$ cat src/rtl/core/rbd_pkg.sv
// rbd_pkg: shared types, constants and the premultiply helper
// used by every module of the rgba box downsampler; no dependencies
package rbd_pkg;

    localparam int PIX_W   = 8;   // channel width
    localparam int POS_W   = 8;   // widest output position (up to 256 columns)
    localparam int FLD_W   = 5;   // width of the column and row result fields
    localparam int DIVD_W  = 16;  // divider dividend width
    localparam int QUO_W   = 8;   // divider quotient width
    localparam int LANES   = 4;   // red, green, blue, alpha

    localparam int LANE_R  = 0;
    localparam int LANE_G  = 1;
    localparam int LANE_B  = 2;
    localparam int LANE_A  = 3;

    localparam logic [15:0] PM_ROUND = 16'd127;

    // one source pixel after classification, as held in the queue
    typedef struct packed {
        logic [PIX_W-1:0] red;
        logic [PIX_W-1:0] green;
        logic [PIX_W-1:0] blue;
        logic [PIX_W-1:0] alpha;
        logic [POS_W-1:0] col;
        logic [POS_W-1:0] row;
        logic             dx_first;
        logic             dx_last;
        logic             dy_first;
        logic             dy_last;
        logic             frame_end;
    } t_pix;

    // one downsampled pixel
    typedef struct packed {
        logic [PIX_W-1:0] red;
        logic [PIX_W-1:0] green;
        logic [PIX_W-1:0] blue;
        logic [PIX_W-1:0] alpha;
        logic [FLD_W-1:0] col;
        logic [FLD_W-1:0] row;
        logic             frame_end;
    } t_res;

    // (c*a+127)/255, divide by 255 as (x + (x>>8) + 1) >> 8, exact below 65535
    function automatic logic [PIX_W-1:0] premultiply(input logic [PIX_W-1:0] c,
                                                      input logic [PIX_W-1:0] a);
        logic [15:0] prod;
        logic [16:0] acc;
        prod = (16'(c) * 16'(a)) + PM_ROUND;
        acc  = 17'(prod) + 17'(prod[15:8]) + 17'd1;
        return acc[15:8];
    endfunction

endpackage

$ cat src/rtl/core/rbd_front.sv
// rbd_front: source position counters, optional premultiply and pixel classification
// depends on rbd_pkg
module rbd_front #(
    parameter int OUT_SIZE = 32,
    parameter int SCALE    = 4
) (
    input  logic                       i_clk,
    input  logic                       i_rst_n,
    input  logic                       i_accept,
    input  logic                       i_premul,
    input  logic [rbd_pkg::PIX_W-1:0]  i_red,
    input  logic [rbd_pkg::PIX_W-1:0]  i_green,
    input  logic [rbd_pkg::PIX_W-1:0]  i_blue,
    input  logic [rbd_pkg::PIX_W-1:0]  i_alpha,
    output rbd_pkg::t_pix              o_item
);
    import rbd_pkg::*;

    localparam int D_W = (SCALE > 1) ? $clog2(SCALE) : 1;
    localparam int C_W = (OUT_SIZE > 1) ? $clog2(OUT_SIZE) : 1;
    localparam logic [D_W-1:0] D_MAX = D_W'(SCALE - 1);
    localparam logic [C_W-1:0] C_MAX = C_W'(OUT_SIZE - 1);

    logic [D_W-1:0] r_dx, r_dy;
    logic [C_W-1:0] r_col, r_row;
    logic [D_W-1:0] n_dx, n_dy;
    logic [C_W-1:0] n_col, n_row;
    logic           dx_last, dy_last, col_last, row_last;

    assign dx_last  = (r_dx == D_MAX);
    assign dy_last  = (r_dy == D_MAX);
    assign col_last = (r_col == C_MAX);
    assign row_last = (r_row == C_MAX);

    // raster walk: dx inside the block, then column, then dy, then row
    always_comb begin
        n_dx  = r_dx;
        n_col = r_col;
        n_dy  = r_dy;
        n_row = r_row;
        if (dx_last) begin
            n_dx = '0;
            if (col_last) begin
                n_col = '0;
                if (dy_last) begin
                    n_dy  = '0;
                    n_row = row_last ? '0 : r_row + 1'b1;
                end else begin
                    n_dy = r_dy + 1'b1;
                end
            end else begin
                n_col = r_col + 1'b1;
            end
        end else begin
            n_dx = r_dx + 1'b1;
        end
    end

    always_ff @(posedge i_clk) begin
        if (!i_rst_n) begin
            r_dx  <= '0;
            r_dy  <= '0;
            r_col <= '0;
            r_row <= '0;
        end else if (i_accept) begin
            r_dx  <= n_dx;
            r_dy  <= n_dy;
            r_col <= n_col;
            r_row <= n_row;
        end
    end

    always_comb begin
        o_item.red       = i_premul ? i_red   : premultiply(i_red,   i_alpha);
        o_item.green     = i_premul ? i_green : premultiply(i_green, i_alpha);
        o_item.blue      = i_premul ? i_blue  : premultiply(i_blue,  i_alpha);
        o_item.alpha     = i_alpha;
        o_item.col       = POS_W'(r_col);
        o_item.row       = POS_W'(r_row);
        o_item.dx_first  = (r_dx == '0);
        o_item.dx_last   = dx_last;
        o_item.dy_first  = (r_dy == '0);
        o_item.dy_last   = dy_last;
        o_item.frame_end = dx_last && dy_last && col_last && row_last;
    end

endmodule

$ cat src/rtl/core/rbd_fifo.sv
// rbd_fifo: short queue of classified pixels between front and back
// depends on rbd_pkg
module rbd_fifo #(
    parameter int DEPTH = 4
) (
    input  logic          i_clk,
    input  logic          i_rst_n,
    input  logic          i_push,
    input  rbd_pkg::t_pix i_data,
    output logic          o_full,
    input  logic          i_pop,
    output rbd_pkg::t_pix o_data,
    output logic          o_empty
);
    import rbd_pkg::*;

    localparam int A_W = (DEPTH > 1) ? $clog2(DEPTH) : 1;
    localparam int N_W = $clog2(DEPTH + 1);
    localparam logic [A_W-1:0] A_MAX = A_W'(DEPTH - 1);
    localparam logic [N_W-1:0] N_FULL = N_W'(DEPTH);

    t_pix           mem [DEPTH];
    logic [A_W-1:0] r_wp, r_rp;
    logic [N_W-1:0] r_cnt;
    logic           do_push, do_pop;

    assign o_full  = (r_cnt == N_FULL);
    assign o_empty = (r_cnt == '0);
    assign do_push = i_push && !o_full;
    assign do_pop  = i_pop && !o_empty;
    assign o_data  = mem[r_rp];

    always_ff @(posedge i_clk) begin
        if (do_push) begin
            mem[r_wp] <= i_data;
        end
    end

    always_ff @(posedge i_clk) begin
        if (!i_rst_n) begin
            r_wp  <= '0;
            r_rp  <= '0;
            r_cnt <= '0;
        end else begin
            if (do_push) begin
                r_wp <= (r_wp == A_MAX) ? '0 : r_wp + 1'b1;
            end
            if (do_pop) begin
                r_rp <= (r_rp == A_MAX) ? '0 : r_rp + 1'b1;
            end
            if (do_push && !do_pop) begin
                r_cnt <= r_cnt + 1'b1;
            end else if (do_pop && !do_push) begin
                r_cnt <= r_cnt - 1'b1;
            end
        end
    end

    a_cnt_up: assert property (@(posedge i_clk) disable iff (!i_rst_n)
        do_push && !do_pop |=> r_cnt == $past(r_cnt) + 1'b1)
        else $error("queue count did not rise on push");

endmodule

$ cat src/rtl/core/rbd_div.sv
// rbd_div: iterative restoring divider, 16-bit dividend, 8-bit quotient
// quotients of 256 and above saturate to 255; depends on rbd_pkg
module rbd_div (
    input  logic                        i_clk,
    input  logic                        i_rst_n,
    input  logic                        i_start,
    input  logic [rbd_pkg::DIVD_W-1:0]  i_dividend,
    input  logic [rbd_pkg::PIX_W-1:0]   i_divisor,
    output logic [rbd_pkg::QUO_W-1:0]   o_quo,
    output logic                        o_done
);
    import rbd_pkg::*;

    localparam int CNT_W = $clog2(QUO_W);

    logic [DIVD_W-1:0] r_rem, r_dsr;
    logic [QUO_W-1:0]  r_quo;
    logic [CNT_W-1:0]  r_cnt;
    logic              r_busy, r_sat, r_done;
    logic              ge;

    assign ge     = (r_rem >= r_dsr);
    assign o_quo  = r_sat ? '1 : r_quo;
    assign o_done = r_done;

    always_ff @(posedge i_clk) begin
        if (!i_rst_n) begin
            r_busy <= 1'b0;
            r_done <= 1'b0;
        end else begin
            r_done <= !i_start && r_busy && (r_cnt == '0);
            if (i_start) begin
                r_busy <= 1'b1;
            end else if (r_busy && r_cnt == '0) begin
                r_busy <= 1'b0;
            end
        end
    end

    // fixed run length, saturation only swaps the answer
    always_ff @(posedge i_clk) begin
        if (i_start) begin
            r_rem <= i_dividend;
            r_dsr <= {1'b0, i_divisor, 7'b0};
            r_quo <= '0;
            r_cnt <= CNT_W'(QUO_W - 1);
            r_sat <= (i_dividend >= {i_divisor, 8'b0});
        end else if (r_busy) begin
            if (ge) begin
                r_rem <= r_rem - r_dsr;
            end
            r_quo <= {r_quo[QUO_W-2:0], ge};
            r_dsr <= r_dsr >> 1;
            r_cnt <= r_cnt - 1'b1;
        end
    end

endmodule

$ cat src/rtl/core/rbd_back.sv
// rbd_back: column accumulation, averaging and un-premultiply sequencer
// holds the column sum memory and the result register; depends on rbd_pkg, rbd_div
module rbd_back #(
    parameter int OUT_SIZE = 32,
    parameter int SCALE    = 4
) (
    input  logic          i_clk,
    input  logic          i_rst_n,
    input  rbd_pkg::t_pix i_item,
    input  logic          i_item_valid,
    output logic          o_item_take,
    output rbd_pkg::t_res o_res,
    output logic          o_res_valid,
    input  logic          i_res_take
);
    import rbd_pkg::*;

    localparam int N     = SCALE * SCALE;
    localparam int SUM_W = $clog2(255 * N + 1);
    localparam int C_W   = (OUT_SIZE > 1) ? $clog2(OUT_SIZE) : 1;
    localparam int CLR   = LANE_A;   // colour lanes sit below alpha
    localparam logic [DIVD_W-1:0] HALF_N = DIVD_W'(N / 2);
    // rounded average by reciprocal multiply, exact for any 16-bit sum
    localparam int     REC_SH = DIVD_W + $clog2(N);
    localparam int     REC_W  = DIVD_W + 2;
    localparam int     PRD_W  = DIVD_W + REC_W;
    localparam longint REC_ML = ((longint'(1) << REC_SH) + longint'(N) - 1) / longint'(N);
    localparam logic [REC_W-1:0] REC_M = REC_W'(REC_ML);

    typedef enum logic [2:0] {S_ACC, S_RMW, S_AVG, S_DIVA, S_OUT} t_state;
    typedef logic [LANES-1:0][SUM_W-1:0] t_sums;

    t_state                    r_state;
    t_sums                     mem [OUT_SIZE];
    t_sums                     r_hacc, r_tot, r_rd;
    t_sums                     hsum, tot;
    logic [LANES-1:0][PIX_W-1:0] pix;
    logic [LANES-1:0][PRD_W-1:0] avg_prod;
    logic [CLR-1:0][PIX_W-1:0] r_avg;
    logic [PIX_W-1:0]          r_alpha;
    logic [POS_W-1:0]          r_col, r_row;
    logic                      r_fend, r_dylast, r_start;
    t_res                      r_out;
    logic                      r_out_valid;
    logic                      take, mem_we, mem_re;
    logic [C_W-1:0]            mem_wa, mem_ra;
    t_sums                     mem_wd;
    logic [CLR-1:0][DIVD_W-1:0] dvd;
    logic [CLR-1:0][QUO_W-1:0] quo;
    logic [CLR-1:0]            done;

    assign take        = (r_state == S_ACC) && i_item_valid;
    assign o_item_take = take;
    assign o_res       = r_out;
    assign o_res_valid = r_out_valid;

    assign pix[LANE_R] = i_item.red;
    assign pix[LANE_G] = i_item.green;
    assign pix[LANE_B] = i_item.blue;
    assign pix[LANE_A] = i_item.alpha;

    always_comb begin
        for (int l = 0; l < LANES; l++) begin
            hsum[l] = (i_item.dx_first ? '0 : r_hacc[l]) + SUM_W'(pix[l]);
            tot[l]  = r_rd[l] + r_hacc[l];
        end
    end

    // memory ports: first band row writes, later rows read then write back
    always_comb begin
        mem_we = 1'b0;
        mem_re = 1'b0;
        mem_wa = r_col[C_W-1:0];
        mem_ra = i_item.col[C_W-1:0];
        mem_wd = tot;
        if (take && i_item.dx_last) begin
            if (i_item.dy_first) begin
                mem_we = 1'b1;
                mem_wa = i_item.col[C_W-1:0];
                mem_wd = hsum;
            end else begin
                mem_re = 1'b1;
            end
        end else if (r_state == S_RMW) begin
            mem_we = 1'b1;
        end
    end

    always_ff @(posedge i_clk) begin
        if (mem_we) begin
            mem[mem_wa] <= mem_wd;
        end
        if (mem_re) begin
            r_rd <= mem[mem_ra];
        end
    end

    // block averages: (sum + N/2) * ceil(2^REC_SH / N) >> REC_SH
    always_comb begin
        for (int l = 0; l < LANES; l++) begin
            avg_prod[l] = PRD_W'(DIVD_W'(r_tot[l]) + HALF_N) * PRD_W'(REC_M);
        end
    end

    // divider lanes: averaged colour back to straight alpha
    always_comb begin
        for (int l = 0; l < CLR; l++) begin
            dvd[l] = {r_avg[l], 8'b0} - DIVD_W'(r_avg[l]) + DIVD_W'(r_alpha >> 1);
        end
    end

    for (genvar g = 0; g < CLR; g++) begin : g_div
        rbd_div u_div (
            .i_clk      (i_clk),
            .i_rst_n    (i_rst_n),
            .i_start    (r_start),
            .i_dividend (dvd[g]),
            .i_divisor  (r_alpha),
            .o_quo      (quo[g]),
            .o_done     (done[g])
        );
    end

    always_ff @(posedge i_clk) begin
        if (!i_rst_n) begin
            r_state     <= S_ACC;
            r_start     <= 1'b0;
            r_out_valid <= 1'b0;
        end else begin
            r_start <= (r_state == S_AVG);
            if (r_state == S_OUT && (!r_out_valid || i_res_take)) begin
                r_out_valid <= 1'b1;
            end else if (i_res_take) begin
                r_out_valid <= 1'b0;
            end
            case (r_state)
                S_ACC: begin
                    if (take) begin
                        r_hacc <= hsum;
                        if (i_item.dx_last) begin
                            r_col    <= i_item.col;
                            r_row    <= i_item.row;
                            r_fend   <= i_item.frame_end;
                            r_dylast <= i_item.dy_last;
                            if (!i_item.dy_first) begin
                                r_state <= S_RMW;
                            end else if (i_item.dy_last) begin
                                r_tot   <= hsum;
                                r_state <= S_AVG;
                            end
                        end
                    end
                end
                S_RMW: begin
                    if (r_dylast) begin
                        r_tot   <= tot;
                        r_state <= S_AVG;
                    end else begin
                        r_state <= S_ACC;
                    end
                end
                S_AVG: begin
                    for (int l = 0; l < CLR; l++) begin
                        r_avg[l] <= avg_prod[l][REC_SH +: PIX_W];
                    end
                    r_alpha <= avg_prod[LANE_A][REC_SH +: PIX_W];
                    r_state <= S_DIVA;
                end
                S_DIVA: begin
                    if (done[0]) begin
                        r_state <= S_OUT;
                    end
                end
                S_OUT: begin
                    // quotients hold until the next start, so load once the slot is free
                    if (!r_out_valid || i_res_take) begin
                        // zero alpha gives black
                        r_out.red   <= (r_alpha == '0) ? '0 : quo[LANE_R];
                        r_out.green <= (r_alpha == '0) ? '0 : quo[LANE_G];
                        r_out.blue  <= (r_alpha == '0) ? '0 : quo[LANE_B];
                        r_out.alpha <= r_alpha;
                        r_out.col   <= r_col[FLD_W-1:0];
                        r_out.row   <= r_row[FLD_W-1:0];
                        r_out.frame_end <= r_fend;
                        r_state     <= S_ACC;
                    end
                end
                default: begin
                    r_state <= S_ACC;
                end
            endcase
        end
    end

    a_rmw_after_acc: assert property (@(posedge i_clk) disable iff (!i_rst_n)
        r_state == S_RMW |-> $past(r_state) == S_ACC)
        else $error("read-modify-write not entered from accumulate");

    a_lanes_together: assert property (@(posedge i_clk) disable iff (!i_rst_n)
        done[0] |-> done == '1)
        else $error("divider lanes out of step");

    a_no_take_busy: assert property (@(posedge i_clk) disable iff (!i_rst_n)
        r_state != S_ACC |-> !o_item_take)
        else $error("item taken while sequencer busy");

    a_res_hold: assert property (@(posedge i_clk) disable iff (!i_rst_n)
        r_out_valid && !i_res_take |=> r_out_valid && $stable(r_out))
        else $error("waiting result changed before it was taken");

endmodule

$ cat src/rtl/core/rgba_box_downsample_unpremultiply.sv
// rgba_box_downsample_unpremultiply: top level, configuration register and wiring
// depends on rbd_pkg, rbd_front, rbd_fifo, rbd_back
//
// Source pixels enter through a queue-style port: a request is taken on a rising edge
// with push high and full low, in raster order over a square image of OUT_SIZE*SCALE
// pixels a side. Each SCALE by SCALE block gives one straight-alpha result, offered
// while empty is low and taken on an edge with pop high.
// The input_premultiplied register (byte address 0, reset 1) selects premultiplied
// source colour; when cleared each colour is premultiplied by its alpha on entry.
// Each pixel passes through the accumulator; the last pixel of each block row after
// the first band row also passes through the column memory read-modify-write.
// The last pixel of a block then leads to the rounded averages (reciprocal multiply),
// un-premultiply in three iterative dividers and the load of the result register;
// the back takes no new pixel from the queue until that result is loaded.
// A four-entry request queue sits between the classifying front and the accumulating
// back, so input is still taken while the back divides or a result waits, until the queue fills.
// When the receiver stalls the result register holds and the back stops before the
// next result, after which the queue fills and full rises.
// Reset clears position counters, queue and result valid flag; column sums need no
// clearing: the last pixel of each block's first row writes its entry before any read.
module rgba_box_downsample_unpremultiply #(
    parameter int OUT_SIZE = 32,
    parameter int SCALE    = 4
) (
    input  logic                      i_clk,
    input  logic                      i_rst_n,
    // pixel input
    input  logic                      push,
    output logic                      full,
    input  logic [rbd_pkg::PIX_W-1:0] i_src_red,
    input  logic [rbd_pkg::PIX_W-1:0] i_src_green,
    input  logic [rbd_pkg::PIX_W-1:0] i_src_blue,
    input  logic [rbd_pkg::PIX_W-1:0] i_src_alpha,
    // result output
    output logic                      empty,
    input  logic                      pop,
    output logic [rbd_pkg::PIX_W-1:0] o_out_red,
    output logic [rbd_pkg::PIX_W-1:0] o_out_green,
    output logic [rbd_pkg::PIX_W-1:0] o_out_blue,
    output logic [rbd_pkg::PIX_W-1:0] o_out_alpha,
    output logic [rbd_pkg::FLD_W-1:0] o_out_col,
    output logic [rbd_pkg::FLD_W-1:0] o_out_row,
    output logic                      o_frame_end,
    // configuration
    input  logic                      psel,
    input  logic                      penable,
    input  logic                      pwrite,
    input  logic [2:0]                paddr,
    input  logic [31:0]               pwdata,
    output logic [31:0]               prdata,
    output logic                      pready
);
    import rbd_pkg::*;

    localparam int QDEPTH = 4;

    logic  r_premul;
    logic  accept, q_empty, q_pop, res_valid;
    t_pix  front_item, q_item;
    t_res  res;

    // register 0 is input_premultiplied, other word addresses read as zero
    assign pready = 1'b1;
    assign prdata = paddr[2] ? 32'd0 : {31'd0, r_premul};

    always_ff @(posedge i_clk) begin
        if (!i_rst_n) begin
            r_premul <= 1'b1;
        end else if (psel && penable && pwrite && pready && !paddr[2]) begin
            r_premul <= pwdata[0];
        end
    end

    // a request is taken whenever the queue has room
    assign accept = push && !full;

    rbd_front #(
        .OUT_SIZE (OUT_SIZE),
        .SCALE    (SCALE)
    ) u_front (
        .i_clk    (i_clk),
        .i_rst_n  (i_rst_n),
        .i_accept (accept),
        .i_premul (r_premul),
        .i_red    (i_src_red),
        .i_green  (i_src_green),
        .i_blue   (i_src_blue),
        .i_alpha  (i_src_alpha),
        .o_item   (front_item)
    );

    rbd_fifo #(
        .DEPTH (QDEPTH)
    ) u_fifo (
        .i_clk   (i_clk),
        .i_rst_n (i_rst_n),
        .i_push  (accept),
        .i_data  (front_item),
        .o_full  (full),
        .i_pop   (q_pop),
        .o_data  (q_item),
        .o_empty (q_empty)
    );

    rbd_back #(
        .OUT_SIZE (OUT_SIZE),
        .SCALE    (SCALE)
    ) u_back (
        .i_clk        (i_clk),
        .i_rst_n      (i_rst_n),
        .i_item       (q_item),
        .i_item_valid (!q_empty),
        .o_item_take  (q_pop),
        .o_res        (res),
        .o_res_valid  (res_valid),
        .i_res_take   (pop)
    );

    // result register drives the output side directly
    assign empty       = !res_valid;
    assign o_out_red   = res.red;
    assign o_out_green = res.green;
    assign o_out_blue  = res.blue;
    assign o_out_alpha = res.alpha;
    assign o_out_col   = res.col;
    assign o_out_row   = res.row;
    assign o_frame_end = res.frame_end;

endmodule
$ cat config.mk
export PLATFORM = sky130hd
export DESIGN_NAME = rgba_box_downsample_unpremultiply
export DESIGN_NICKNAME = d
export VERILOG_FILES = /design/src/rtl/core/rbd_pkg.sv /design/src/rtl/core/rbd_front.sv /design/src/rtl/core/rbd_fifo.sv /design/src/rtl/core/rbd_div.sv /design/src/rtl/core/rbd_back.sv /design/src/rtl/core/rgba_box_downsample_unpremultiply.sv
export SDC_FILE = /design/constraint.sdc
export NUM_CORES = 2
export LEC_CHECK = 0
export BUFFER_PORTS_ARGS = -buffer_cell sky130_fd_sc_hd__buf_2
export CORE_MARGIN = 1
export CORE_UTILIZATION = 30
export CTS_CLUSTER_DIAMETER = 60
export DETAILED_ROUTE_END_ITERATION = 6
export SYNTH_ARGS = -nofsm -noshare
export SYNTH_HDL_FRONTEND = slang
export SYNTH_SLANG_ARGS = --single-unit
$ cat constraint.sdc
create_clock -name i_clk -period 10.33 [get_ports i_clk]
set_clock_uncertainty 0.05 [all_clocks]
set_input_delay 1.033 -clock i_clk [delete_from_list [all_inputs] [get_ports i_clk]]
set_output_delay 1.033 -clock i_clk [all_outputs]
set_load 0.01 [all_outputs]
Word-level counts from Yosys, hierarchy flattened
Memory sizes are Yosys's and may differ from the RTL's. A register that Yosys moved wholly into a read port is not among the register bits.
Cells that the tools add are included.
Widths: inputs -> output; s select.

cells by class
  add/sub/neg operators = 41
  multiply operators = 3
  div/mod/pow operators = 0
  magnitude comparators = 6
  eq/ne operators = 19
  shift-type cells = 0
  muxes and demuxes = 71
  bitwise operators = 0
  reductions and logical operators = 59

operator list
  cell                   number
  $mux 48                7
  $mux 16                9
  $pmux 48 s2            1
  $mux 15                6
  $add 12x12->12         4
  $add 12x4->12 const B  4
  $add 12x8->12          4
  $add 16x1->16 const B  3
  $add 16x7->16          3
  $add 16x7->16 const B  3
  $add 16x8->16          3
  $ge 16x15->1           3
  $ge 16x16->1           3
  $mul 8x8->16           3
  $mux 12                4
  $mux 8                 6
  $sub 16x15->16         3
  $sub 16x8->16          3
  $mux 3                 8
  $reduce_bool 2->1      12
  $mux 5                 4
  $logic_and 1x1->1      19
  $mux 1                 18
  $logic_not 3->1        5
  other kinds (23)       61

storage, ports and cells
  bits in registers = 343
  latch bits = 0
  RAM bits = 1724
  bits in read-only memories = 0
  bits of input ports = 74
  output and inout port bits = 78
  memories kept = 2

memories
  name        depth  bits a word  rd ports  clocked after memory_dff  wr ports  RTL line        RTL
  u_back.mem  32     48           1         1                         1         rbd_back.sv:34  t_sums mem [OUT_SIZE];
  u_fifo.mem  4      47           1         1                         1         rbd_fifo.sv:22  t_pix mem [DEPTH];

Longest topological paths before layout
  word-level depth = 8
  mapped depth = 25
  mapped depth without buffers = 24

Cells and area by module
From an unflattened synthesis, not the netlist that was laid out.

second synthesis, totals
  cells, all modules = 5934
  area total of the unflattened synthesis = 98099.1 sq um

modules (own cells, without submodules)
  module                             times used  cells an instance  area an instance (sq um)  sequential area each (sq um)
  rbd_back                           1           3473               71730.0                   52800.6
  rbd_front                          1           1145               9243.9                    280.3
  rbd_div                            3           315                2866.5                    1151.1
  rbd_fifo                           1           328                8191.6                    6546.3
  rgba_box_downsample_unpremultiply  1           43                 334.1                     20.0

Least setup slack after synthesis
Ideal clock, no wire load.

  path kind = in2reg
  from = input port i_src_alpha[0] in the netlist's numbering
  to = memory u_fifo.mem[0][32] in the netlist's numbering, data pin
  arrival = 6420 ps
  required time = 10014 ps
  path slack = 3593 ps
  stages on the path = 23
  cells stage by stage = clkbuf_1 nand2_1 fa_1 inv_1 fa_1 fa_1 inv_1 fa_1 inv_1 ha_1 a41oi_1 a21boi_1 o31a_1 a311oi_1 a21oi_1 xor2_1 ha_1 a21o_1 a21oi_1 o31a_1 nor2_1 xor2_1 mux2_2

RTL lines
  element      RTL line                                 RTL
  from (decl)  rgba_box_downsample_unpremultiply.sv:33  input logic [rbd_pkg::PIX_W-1:0] i_src_alpha,
  to (decl)    rbd_fifo.sv:22

==> out/metrics.cfg <==
[power_and_ir_drop]
p_sw_mw=11.5
p_int_mw=21.7
power.leakage_nw=36.8
seq_power_share_pct=37.8
switching_share_pct=34.6
vdd_drop_max_uv=204
p_per_area_nw_per_um2=306
comb_power_share_pct=38.6
total_power_mw=33.2
pwr-share-clk_pct=23.5

[cts]
hold_buffers=0
cts_tree=yes
htreeDepth=4
clockBufferDepth=3
post-cts-setup-buffers=0
numCtsBuffers=216
clock-sinks=2105
clk_pin_slew_ps=60
worst_skew_pair.late_latency_ps=870
postCtsResizedCells=0
cts_root_buffer=clkbuf_16

[yosys]
synth-async-reset-ratio_pct=0
netlist_instances=5637
yosysSeqAreaShare_pct=65.3
synth-edff-count=2018
synth.distinct_cells=75
synth_flop_cell=edfxtp_1
netlist_area_sq_um=95500
ys_ff_latch=2105
syn_area_per_cell_sq_um=16.9
ys_warn_count=0

[floorplanning]
fp.dieW_um=566
die_y_um=566
start_util_pct=30.2
die-area_sq_um=321000
core.rowCount=206
ios=152
core_area_sq_um=316000

[grt]
gr-total-overflow=0
grt_pass1_wl_um=342000
top_usage_layer=met2
grtUsageMet1_pct=19.2
antenna_found_initial=3
grt_max_degree=126
grt_pass1_vias=51800
grt_use_met2_pct=23.7
grtUsageMet3_pct=2.23
grt_usage_pct=14.2

[worst_hold_path]
hold_path_end=u_back.o_res[3]
hp-class=reg -> reg
min-delay-start=u_back.r_row[2]
worstHoldPathCells=0

[worst_setup_path]
cp_slowest_cell=fa_1
crit_buf_inv=4
required_ps=10840
path_max_fanout=28
path_cells=buf_2 > nand2_1 > fa_1 > inv_1 > fa_1 > fa_1 > inv_1 > fa_1 > inv_1 > ha_1 > o21ai_0 > o21ai_1 > a211oi_1 > o311ai_0 > a32o_1 > ha_1 > o2111a_1 > o31a_1 > o311ai_0 > o21ai_1 > nand2_1 > xnor2_1 > o21ai_0
startpoint=i_src_alpha[0]
cp-start-kind=input pin
worstReg2RegEnd=u_back.mem[7][0]
worstSetupPathType=in -> reg
worstSetupEndpointType=flip-flop
r2r_cells=6
slowest_delay_ps=580
critPathTopFamily=adder cells
crit_path_frequent_cell=fa_1
reg2reg_slack_ps=4580
arrival_ps=7630
cp_num_cells=23

[finish]
final_common_cell=edfxtp_1
final_cells=10200
drive_above_1_share_pct=20.0
layout_common_cells=edfxtp_1, mux4_2, inv_1
final_nets=6344
area_growth_pct=13.7
final_core_util_pct=34.4

[timing]
relSlewSlack_pct=11.9
rsz0062_at_grt=no
finalHoldWorstSlack_ps=368
fin_crit_ps=7120
max_freq_mhz=141
final_hold_viol_count=0
drv_slew=0
tightest_slew_ps=1320
setup_violations=0
tns_ps=0
post-route-period-util_pct=68.9

[placement]
dp_hpwl_um=133000
gp_congestion=0.819
dp_cells=9758
port_buffers=86

[routing]
vias=50500
avgViaCountPerCell=4.97
drtIter0Drc=5330
ant_nets=0
wl_per_cell_um=22.8
wl_um=231000
drc=0
first_pass_iters=5

[run_status]
status=finished, final reports clean

[job]
cap_viol_max_count=0

synthesized netlist by cell type, drive strengths merged (4+ instances only):
cell type,count,share of area (%)
ha,313,4.1
buf,108,0.61
mux2,96,1.1
a21boi,36,0.28
a21o,62,0.49
a31oi,8,0.052
xnor2,157,1.4
and3,29,0.19
clkbuf,141,0.55
o41ai,7,0.064
or2,8,0.052
nand4,24,0.16
o21a,44,0.35
mux4,525,12
mux2i,60,0.63
nand2b,36,0.24
nand3,39,0.20
nor2,225,0.88
or3,5,0.033
fa,141,3.0
and2,168,1.1
nand3b,4,0.031
o21bai,15,0.12
xor2,77,0.71
dfxtp,87,1.8
edfxtp,2018,63
a22o,21,0.19
nand2,276,1.1
a211oi,10,0.084
o21ai,186,0.97
nor3,36,0.19
nand4b,6,0.055
a21oi,154,0.81
nor4,13,0.085
o31ai,11,0.086
o31a,5,0.046
nor2b,51,0.33
inv,373,1.5
nor3b,16,0.13
layer usage:
metal	wire, um	part of all wire [%]
met4	5920	2.6
met5	0	0
met3	14800	6.4
met1	98800	43
met2	112000	48
sequential cells by signal, summed over array words and instances (netlist names), 5 cells and up, named ones only:
register,count
u_back.g_div.u_div.r_cnt,9
u_back.r_col,5
u_back.r_row,5
u_back.mem,1536
u_back.r_avg,24
u_back.g_div.u_div.r_rem,48
u_back.g_div.u_div.r_dsr,45
u_back.r_hacc,48
u_back.o_res,43
u_back.r_alpha,8
u_front.r_col,5
u_front.r_row,5
u_back.r_rd,48
u_back.r_tot,36
u_fifo.mem,188
u_back.g_div.u_div.r_quo,24
worst register-to-register path, cell delays in order, from the launching register on:
cell     delay (ps)
dfxtp_4         530
buf_4           670
mux4_4          890
buf_4           790
a32oi_2         520
nor2_4         1170
buf_4           750
kinds of logic (layout without fill, tap and decap cells):
| group | Yosys count | in the layout | share of synthesized area [%] |
|---|---|---|---|
| adder cells (fa/ha/maj) | 454 | 454 | 7.06 |
| XOR/XNOR | 235 | 235 | 2.17 |
| flip-flops | 2105 | 2105 | 65.3 |
| buffers and inverters | 622 | 953 | 2.63 |
| AND/OR/NAND/NOR | 946 | 946 | 4.86 |
| multiplexers | 681 | 681 | 14.1 |
| AO/OA/AOI/OAI | 592 | 592 | 3.85 |
| other | 2 | 33 | 0.00786 |
power groups by stage:
stage | logic [mW] | clock network, mW | registers, mW
2_1_floorplan | 9.14 | 0 | 12.6
3_3_place_gp | 12.5 | 0 | 12.7
3_5_place_dp | 12.8 | 0 | 12.8
4_1_cts | 12.9 | 7.96 | 12.6
5_1_grt | 14.0 | 8.28 | 12.6
6_report | 12.8 | 7.82 | 12.6
per-stage QoR:
step | cell area (sq um) | setup WS (ps)
5_1_grt | 109000 | 2820
3_3_place_gp | 101000 | 2520
4_1_cts | 109000 | 3320
2_1_floorplan | 95600 | 3590
6_report | 109000 | 3210
3_5_place_dp | 101000 | 2410
worst max path at each step:
stage                             end  slack (ps)
detailed placement  u_fifo.mem[0][38]        2410
CTS                 u_fifo.mem[1][38]        3320
global route        u_fifo.mem[2][28]        2820
floorplan           u_fifo.mem[0][32]        3590
global placement    u_fifo.mem[0][38]        2520
finish              u_fifo.mem[2][28]        3210
area by class of cell:
| class | count | area [sq um] |
|---|---|---|
| repair buffers | 180 | 1190 |
| multi-input cells | 2940 | 31200 |
| fillers | 29600 | 207000 |
| clock inverters | 128 | 1480 |
| inverters | 373 | 1410 |
| flip-flops and latches | 2105 | 62300 |
| clock buffers | 272 | 5730 |
| diodes | 1 | 2.50 |
| well taps | 4160 | 5200 |
(Power assumes the default switching activity.)
